<file path="config.mk">
export PLATFORM = sky130hd
export DESIGN_NAME = frame_check_sum_xor_crc16_flat
export DESIGN_NICKNAME = d
export VERILOG_FILES = /design/src/hw/rtl/fcs_pkg.sv /design/src/hw/rtl/fcs_if.sv /design/src/hw/rtl/fcs_update.sv /design/src/hw/rtl/frame_check_sum_xor_crc16.sv /design/src/flat_wrapper.sv
export SDC_FILE = /design/constraint.sdc
export NUM_CORES = 1
export LEC_CHECK = 0
export BUFFER_PORTS_ARGS = -buffer_cell sky130_fd_sc_hd__buf_4
export CAP_MARGIN = 20
export CORE_ASPECT_RATIO = 0.8
export CORE_UTILIZATION = 57
export CTS_CLUSTER_DIAMETER = 60
export DETAILED_ROUTE_END_ITERATION = 7
export GPL_TIMING_DRIVEN = 0
export HOLD_SLACK_MARGIN = 0.12
export PLACE_DENSITY_LB_ADDON = 0.15
export SYNTH_ARGS = -nofsm -noshare
export SYNTH_HDL_FRONTEND = slang
export SYNTH_HIERARCHICAL = 1
export SYNTH_SLANG_ARGS = --single-unit
</file>
<file path="constraint.sdc">
create_clock -name clk -period 2.87 [get_ports clk]
set_input_delay 0.4305 -clock clk [delete_from_list [all_inputs] [get_ports clk]]
set_output_delay 0.4305 -clock clk [all_outputs]
set_load 0.01 [all_outputs]
</file>
<file path="src/hw/rtl/fcs_pkg.sv">
`timescale 1ns / 1ps

package fcs_pkg;

  localparam logic [1:0] MODE_NONE  = 2'd0;
  localparam logic [1:0] MODE_SUM8  = 2'd1;
  localparam logic [1:0] MODE_XOR8  = 2'd2;
  localparam logic [1:0] MODE_CRC16 = 2'd3;

  localparam logic [1:0] LEN_NONE = 2'd0;
  localparam logic [1:0] LEN_BYTE = 2'd1;
  localparam logic [1:0] LEN_CRC  = 2'd2;

  localparam logic [15:0] CRC_START = 16'hFFFF;
  localparam logic [15:0] CRC_POLY  = 16'hA001;

  typedef struct packed {
    logic [15:0] check;
    logic [1:0]  length;
  } upd_t;

  function automatic logic [15:0] start_value(input logic [1:0] mode);
    return (mode == MODE_CRC16) ? CRC_START : 16'h0000;
  endfunction

  // reflected crc, one bit per step, eight steps per word
  function automatic logic [15:0] crc_byte(input logic [15:0] crc_in, input logic [7:0] b);
    logic [15:0] c;
    c = crc_in ^ {8'h00, b};
    for (int k = 0; k < 8; k++) begin
      if (c[0]) begin
        c = (c >> 1) ^ CRC_POLY;
      end else begin
        c = c >> 1;
      end
    end
    return c;
  endfunction

endpackage

</file>
<file path="src/hw/rtl/fcs_if.sv">
`timescale 1ns / 1ps

interface fcs_byte_if;
  logic       valid;
  logic       ready;
  logic [7:0] data_byte;
  logic       last_byte;
  modport source(output valid, output data_byte, output last_byte, input ready);
  modport sink(input valid, input data_byte, input last_byte, output ready);
endinterface

interface fcs_result_if;
  logic        valid;
  logic        ready;
  logic [15:0] check_value;
  logic [1:0]  check_length;
  modport source(output valid, output check_value, output check_length, input ready);
  modport sink(input valid, input check_value, input check_length, output ready);
endinterface

interface fcs_cfg_if;
  logic       valid;
  logic       ready;
  logic [1:0] check_mode;
  modport source(output valid, output check_mode, input ready);
  modport sink(input valid, input check_mode, output ready);
endinterface

</file>
<file path="src/hw/rtl/fcs_update.sv">
`timescale 1ns / 1ps

module fcs_update (
  input  logic [1:0]    mode,
  input  logic [15:0]   running,
  input  logic [7:0]    data_byte,
  output fcs_pkg::upd_t upd
);
  import fcs_pkg::*;

  always_comb begin
    case (mode)
      MODE_SUM8: begin
        upd.check  = {8'h00, running[7:0] + data_byte};
        upd.length = LEN_BYTE;
      end
      MODE_XOR8: begin
        upd.check  = {8'h00, running[7:0] ^ data_byte};
        upd.length = LEN_BYTE;
      end
      MODE_CRC16: begin
        upd.check  = crc_byte(running, data_byte);
        upd.length = LEN_CRC;
      end
      default: begin
        upd.check  = 16'h0000;
        upd.length = LEN_NONE;
      end
    endcase
  end

endmodule

</file>
<file path="src/hw/rtl/frame_check_sum_xor_crc16.sv">
`timescale 1ns / 1ps

// Frame check generator: one frame word per cycle, last word flagged. Each
// accepted word is held in an input register, then a single pass
// updates the running sum8, xor8 or CRC-16/Modbus value (eight unrolled
// shift steps); on the last word the check and its byte count go to the
// result register. Sustained rate is one word per cycle, and a last word
// passes the input register and then the result register; the input register
// only stalls when a last word meets a result not yet taken. A mode write
// (always ready) reloads the running value with that mode's start value.
module frame_check_sum_xor_crc16 (
  input logic          clk,
  input logic          rst,
  fcs_byte_if.sink     frame,
  fcs_cfg_if.sink      cfg,
  fcs_result_if.source result
);
  import fcs_pkg::*;

  logic [1:0]  mode;
  logic [15:0] running;

  logic        s1_valid;
  logic [7:0]  s1_byte;
  logic        s1_last;

  logic        out_valid;
  logic [15:0] out_value;
  logic [1:0]  out_length;

  upd_t        upd;
  logic        s1_fire;
  logic        cfg_fire;

  fcs_update u_update (
    .mode      (mode),
    .running   (running),
    .data_byte (s1_byte),
    .upd       (upd)
  );

  // a non-last word never needs the result slot
  assign s1_fire   = s1_valid && (!s1_last || !out_valid || result.ready);
  assign frame.ready = !s1_valid || s1_fire;
  assign cfg.ready = 1'b1;
  assign cfg_fire  = cfg.valid && cfg.ready;

  assign result.valid        = out_valid;
  assign result.check_value  = out_value;
  assign result.check_length = out_length;

  always_ff @(posedge clk) begin
    if (rst) begin
      s1_valid <= 1'b0;
    end else if (frame.ready) begin
      s1_valid <= frame.valid;
    end
    if (frame.valid && frame.ready) begin
      s1_byte <= frame.data_byte;
      s1_last <= frame.last_byte;
    end
  end

  always_ff @(posedge clk) begin
    if (rst) begin
      mode    <= MODE_NONE;
      running <= start_value(MODE_NONE);
    end else if (cfg_fire) begin
      mode    <= cfg.check_mode;
      running <= start_value(cfg.check_mode);
    end else if (s1_fire) begin
      running <= s1_last ? start_value(mode) : upd.check;
    end
  end

  always_ff @(posedge clk) begin
    if (rst) begin
      out_valid <= 1'b0;
    end else if (s1_fire && s1_last) begin
      out_valid <= 1'b1;
    end else if (result.ready) begin
      out_valid <= 1'b0;
    end
    if (s1_fire && s1_last) begin
      out_value  <= upd.check;
      out_length <= upd.length;
    end
  end

  a_restart: assert property (@(posedge clk) disable iff (rst)
    s1_fire && s1_last |=> running == start_value(mode))
    else $error("running value not restarted after last word");

  a_stall_hold: assert property (@(posedge clk) disable iff (rst)
    s1_valid && s1_last && out_valid && !result.ready |=> s1_valid && s1_last)
    else $error("last word dropped while result pending");

  a_narrow_high: assert property (@(posedge clk) disable iff (rst)
    out_valid && out_length != LEN_CRC |-> out_value[15:8] == 8'h00)
    else $error("8-bit check has high byte set");

  a_cfg_load: assert property (@(posedge clk) disable iff (rst)
    cfg_fire |=> running == start_value(mode))
    else $error("mode write did not load start value");

endmodule
</file>
<file path="src/flat_wrapper.sv">
// flat-port wrapper written by rule: the top's interface ports become plain ports
module frame_check_sum_xor_crc16_flat import fcs_pkg::*;
  (clk, rst, frame_valid, frame_data_byte, frame_last_byte, frame_ready, cfg_valid, cfg_check_mode, cfg_ready, result_valid, result_check_value, result_check_length, result_ready);
  fcs_byte_if frame_i ();
  fcs_cfg_if cfg_i ();
  fcs_result_if result_i ();
  input logic clk;
  input logic rst;
  input wire logic [$bits(frame_i.valid)-1:0] frame_valid;
  input wire logic [$bits(frame_i.data_byte)-1:0] frame_data_byte;
  input wire logic [$bits(frame_i.last_byte)-1:0] frame_last_byte;
  output wire logic [$bits(frame_i.ready)-1:0] frame_ready;
  input wire logic [$bits(cfg_i.valid)-1:0] cfg_valid;
  input wire logic [$bits(cfg_i.check_mode)-1:0] cfg_check_mode;
  output wire logic [$bits(cfg_i.ready)-1:0] cfg_ready;
  output wire logic [$bits(result_i.valid)-1:0] result_valid;
  output wire logic [$bits(result_i.check_value)-1:0] result_check_value;
  output wire logic [$bits(result_i.check_length)-1:0] result_check_length;
  input wire logic [$bits(result_i.ready)-1:0] result_ready;
  assign frame_i.valid = frame_valid;
  assign frame_i.data_byte = frame_data_byte;
  assign frame_i.last_byte = frame_last_byte;
  assign frame_ready = frame_i.ready;
  assign cfg_i.valid = cfg_valid;
  assign cfg_i.check_mode = cfg_check_mode;
  assign cfg_ready = cfg_i.ready;
  assign result_valid = result_i.valid;
  assign result_check_value = result_i.check_value;
  assign result_check_length = result_i.check_length;
  assign result_i.ready = result_ready;
  frame_check_sum_xor_crc16 u_core (.clk(clk), .rst(rst), .frame(frame_i), .cfg(cfg_i), .result(result_i));
endmodule
</file>
==> reports/summary.txt <==
register area share after synthesis -> 0.473
antenna violations before repair -> 0
ratio of cells with drive above 1 in the final layout -> 0.256
dpl hpwl -> 3840 um
ys flop type -> edfxtp_1
crit path buf inv count -> 0
Worst-Margin Slew -> 1060 ps
area grow syn2layout -> 17.1%
Setup WS post-layout -> 149 ps
CP Launch Type -> flip-flop
die width -> 76.9 um
Max VDD drop -> 0.313 mV
Crit Path Class -> flip-flop to flip-flop
# setup viols final -> 0
Synth top cells by count -> edfxtp_1 (27), inv_1 (23), dfxtp_1 (20)
clk buf depth -> 2
ranking of synthesized cells by area -> edfxtp_1 (32%), dfxtp_1 (16%), ha_1 (7.8%)
Gate Count Post-Synth -> 220
DRT iter0 DRCs -> 166
Fin Setup TNS -> 0 ps
Via Count -> 1,802
via/cell ratio -> 5.65
number of buffers created by CTS -> 5
status -> complete, no violations
distinct cell type count after synthesis -> 39
worst-path cell chain -> ha_1, fa_1, a221o_1, a221oi_2, xnor2_1, a222oi_1, nor2_1, nand2b_1, a21o_1, a221oi_2
CTS Root Cell -> clkbuf_8
most frequent CP cell -> a221oi_2
Post-DRT Antenna Nets -> 0
vias in the first global route -> 1,630
reg2reg end -> u_core/running[6]
Pwr per Cell Area -> 502 mW/mm^2
crit path DAT -> 2950 ps
core area -> 0.00426 mm^2
Synth Cell Area -> 0.00256 mm^2
crit-path max FO -> 3
gr usage total -> 0.234
Setup crit end kind -> flip-flop
die area -> 0.00476 mm^2
Max-Slew Margin vs Limit -> 0.287
Worst-path clk slew -> 90 ps
Initial Utilization -> 0.601
GP Congestion -> 0.857
pre-CTS setup slack -> 128 ps
post-route cell area -> 0.00300 mm^2
drt wl/cell -> 16.4 um
Yosys top cell by area -> edfxtp_1
Top delay family on crit path -> compound AO/OA/AOI/OAI gates
hold buffers post-CTS -> 0
FMAX -> 368 MHz
Synth Net Count -> 253
most frequent cell after synthesis -> edfxtp_1
final hold vios -> 0
Worst EP required -> 3100 ps
crit share post-route -> 0.948
hold path startpoint -> frame_data_byte[6]
Leak -> 1.17 nW
input/output buffers -> 34
Layout Skew -> 6.78 ps
# DRC -> 0
reg-to-reg critical path startpoint -> u_core/s1_byte[0]
# nets final -> 294
Crit-path slowest cell -> fa_1
max-slew violations -> 0
Yosys top cell area share -> 0.317
final WL -> 5240 um
Register-to-Register Path Depth -> 10
die height -> 61.9 um
final worst path period need -> 2720 ps
unrepaired setup endpoints after global routing -> false
row count -> 21
diode count -> 0
cell depth of the worst hold path -> 1
HP Class -> input pin to flip-flop
reg-to-reg slack, setup -> 150 ps
dpl cell area -> 0.00289 mm^2
WHS -> 295 ps
#FFs+latches synth -> 47
WHS Endpoint -> u_core/s1_byte[6]
CTS H-Tree Depth -> 2
first-pass GRT wire length -> 8220 um
Avg Inst Size Synth -> 11.6 um^2
drt pass-1 iters -> 4
Syn. warnings -> 6
worst skew pair latency -> 310 ps
asr flop ratio synth -> 0
Post-synth EDFFs -> 27
# IOs -> 37
TritonCTS clock tree -> done
Sink Count -> 47
Slowest Stage Delay on Critical Path -> 420 ps
total grt overflow -> 0
Max Cap Violations -> 0
largest net degree at the start of global routing -> 19
worst max-delay path by stage:
| stage | start | endpoint | slack, ps | cells past startpoint |
|---|---|---|---|---|
| 3_3_place_gp | u_core/s1_byte[1] | u_core/running[0] | 180 | 9 |
| 4_1_cts | u_core/s1_byte[0] | u_core/running[6] | 90 | 10 |
| 3_5_place_dp | u_core/s1_byte[0] | u_core/running[6] | 130 | 10 |
| 2_1_floorplan | u_core/s1_byte[0] | u_core/running[6] | 430 | 10 |
| 5_1_grt | u_core/s1_byte[0] | u_core/running[6] | 30 | 10 |
| 6_report | u_core/s1_byte[0] | u_core/running[6] | 150 | 10 |
area by class of cell:
| cell class | instances | area (um^2) |
|---|---|---|
| buffer | 12 | 66.3 |
| clock buffer | 7 | 86.3 |
| clock inverter | 1 | 8.76 |
| fill | 326 | 1260 |
| inverter | 23 | 86.3 |
| multi-input combinational | 138 | 1210 |
| sequential | 47 | 1210 |
| tap | 57 | 71.3 |
| timing repair buffer | 34 | 255 |
state kept, by name, summed over array words and instances (netlist names):
signal	flops
u_core/mode	2
u_core/s1_byte	8
u_core/result.valid	1
u_core/s1_last	1
u_core/running	16
u_core/result.check_value	16
u_core/result.check_length	2
u_core/s1_valid	1
cell families after synthesis:
group / share of synthesized area
xor+xnor: 0.0689
simple gates: 0.0934
buf+inv: 0.0596
compound gates: 0.210
flops: 0.473
fa+ha+maj: 0.0860
other cells: 0.00146
mux: 0.00782
timing repair:
| action | CTS | global route |
|---|---|---|
| resized for setup | 0 | 2 |
| endpoints found under the setup margin | 0 | 2 |
| setup buffers | 0 | 0 |
placed cells by master (no fill, tap or decap), types with 7 or more instances in the layout:
cell type,instances
a21o_1,17
nand2b_1,18
clkbuf_1,7
a21oi_1,9
dfxtp_1,20
nor2_1,11
buf_4,37
ha_1,16
edfxtp_1,27
a221oi_2,11
inv_1,23
xnor2_1,8
through the flow:
step            util  power (W)  cells
2_1_floorplan      -    0.00101    220
3_3_place_gp   0.678    0.00108    311
3_5_place_dp   0.679    0.00109    311
4_1_cts        0.701    0.00150    319
5_1_grt        0.704    0.00157    319
6_report       0.704    0.00151    319
where the power goes:
group / total [W] / internal (W) / switching, W / leakage (nW)
clock network: 0.000424 / 0.000198 / 0.000226 / 0.0484
registers: 0.000763 / 0.000743 / 0.0000204 / 0.442
logic: 0.000318 / 0.000150 / 0.000169 / 0.678
routing by layer:
| layer | part of all wire | routed length (um) | global-route usage |
|---|---|---|---|
| met1 | 0.46 | 2420 | 0.313 |
| met2 | 0.46 | 2410 | 0.389 |
| met3 | 0.070 | 367 | 0.0511 |
| met4 | 0.0067 | 35 | 0.0714 |
| met5 | 0 | 0 | 0 |
Power figures use the tool's default switching activity.
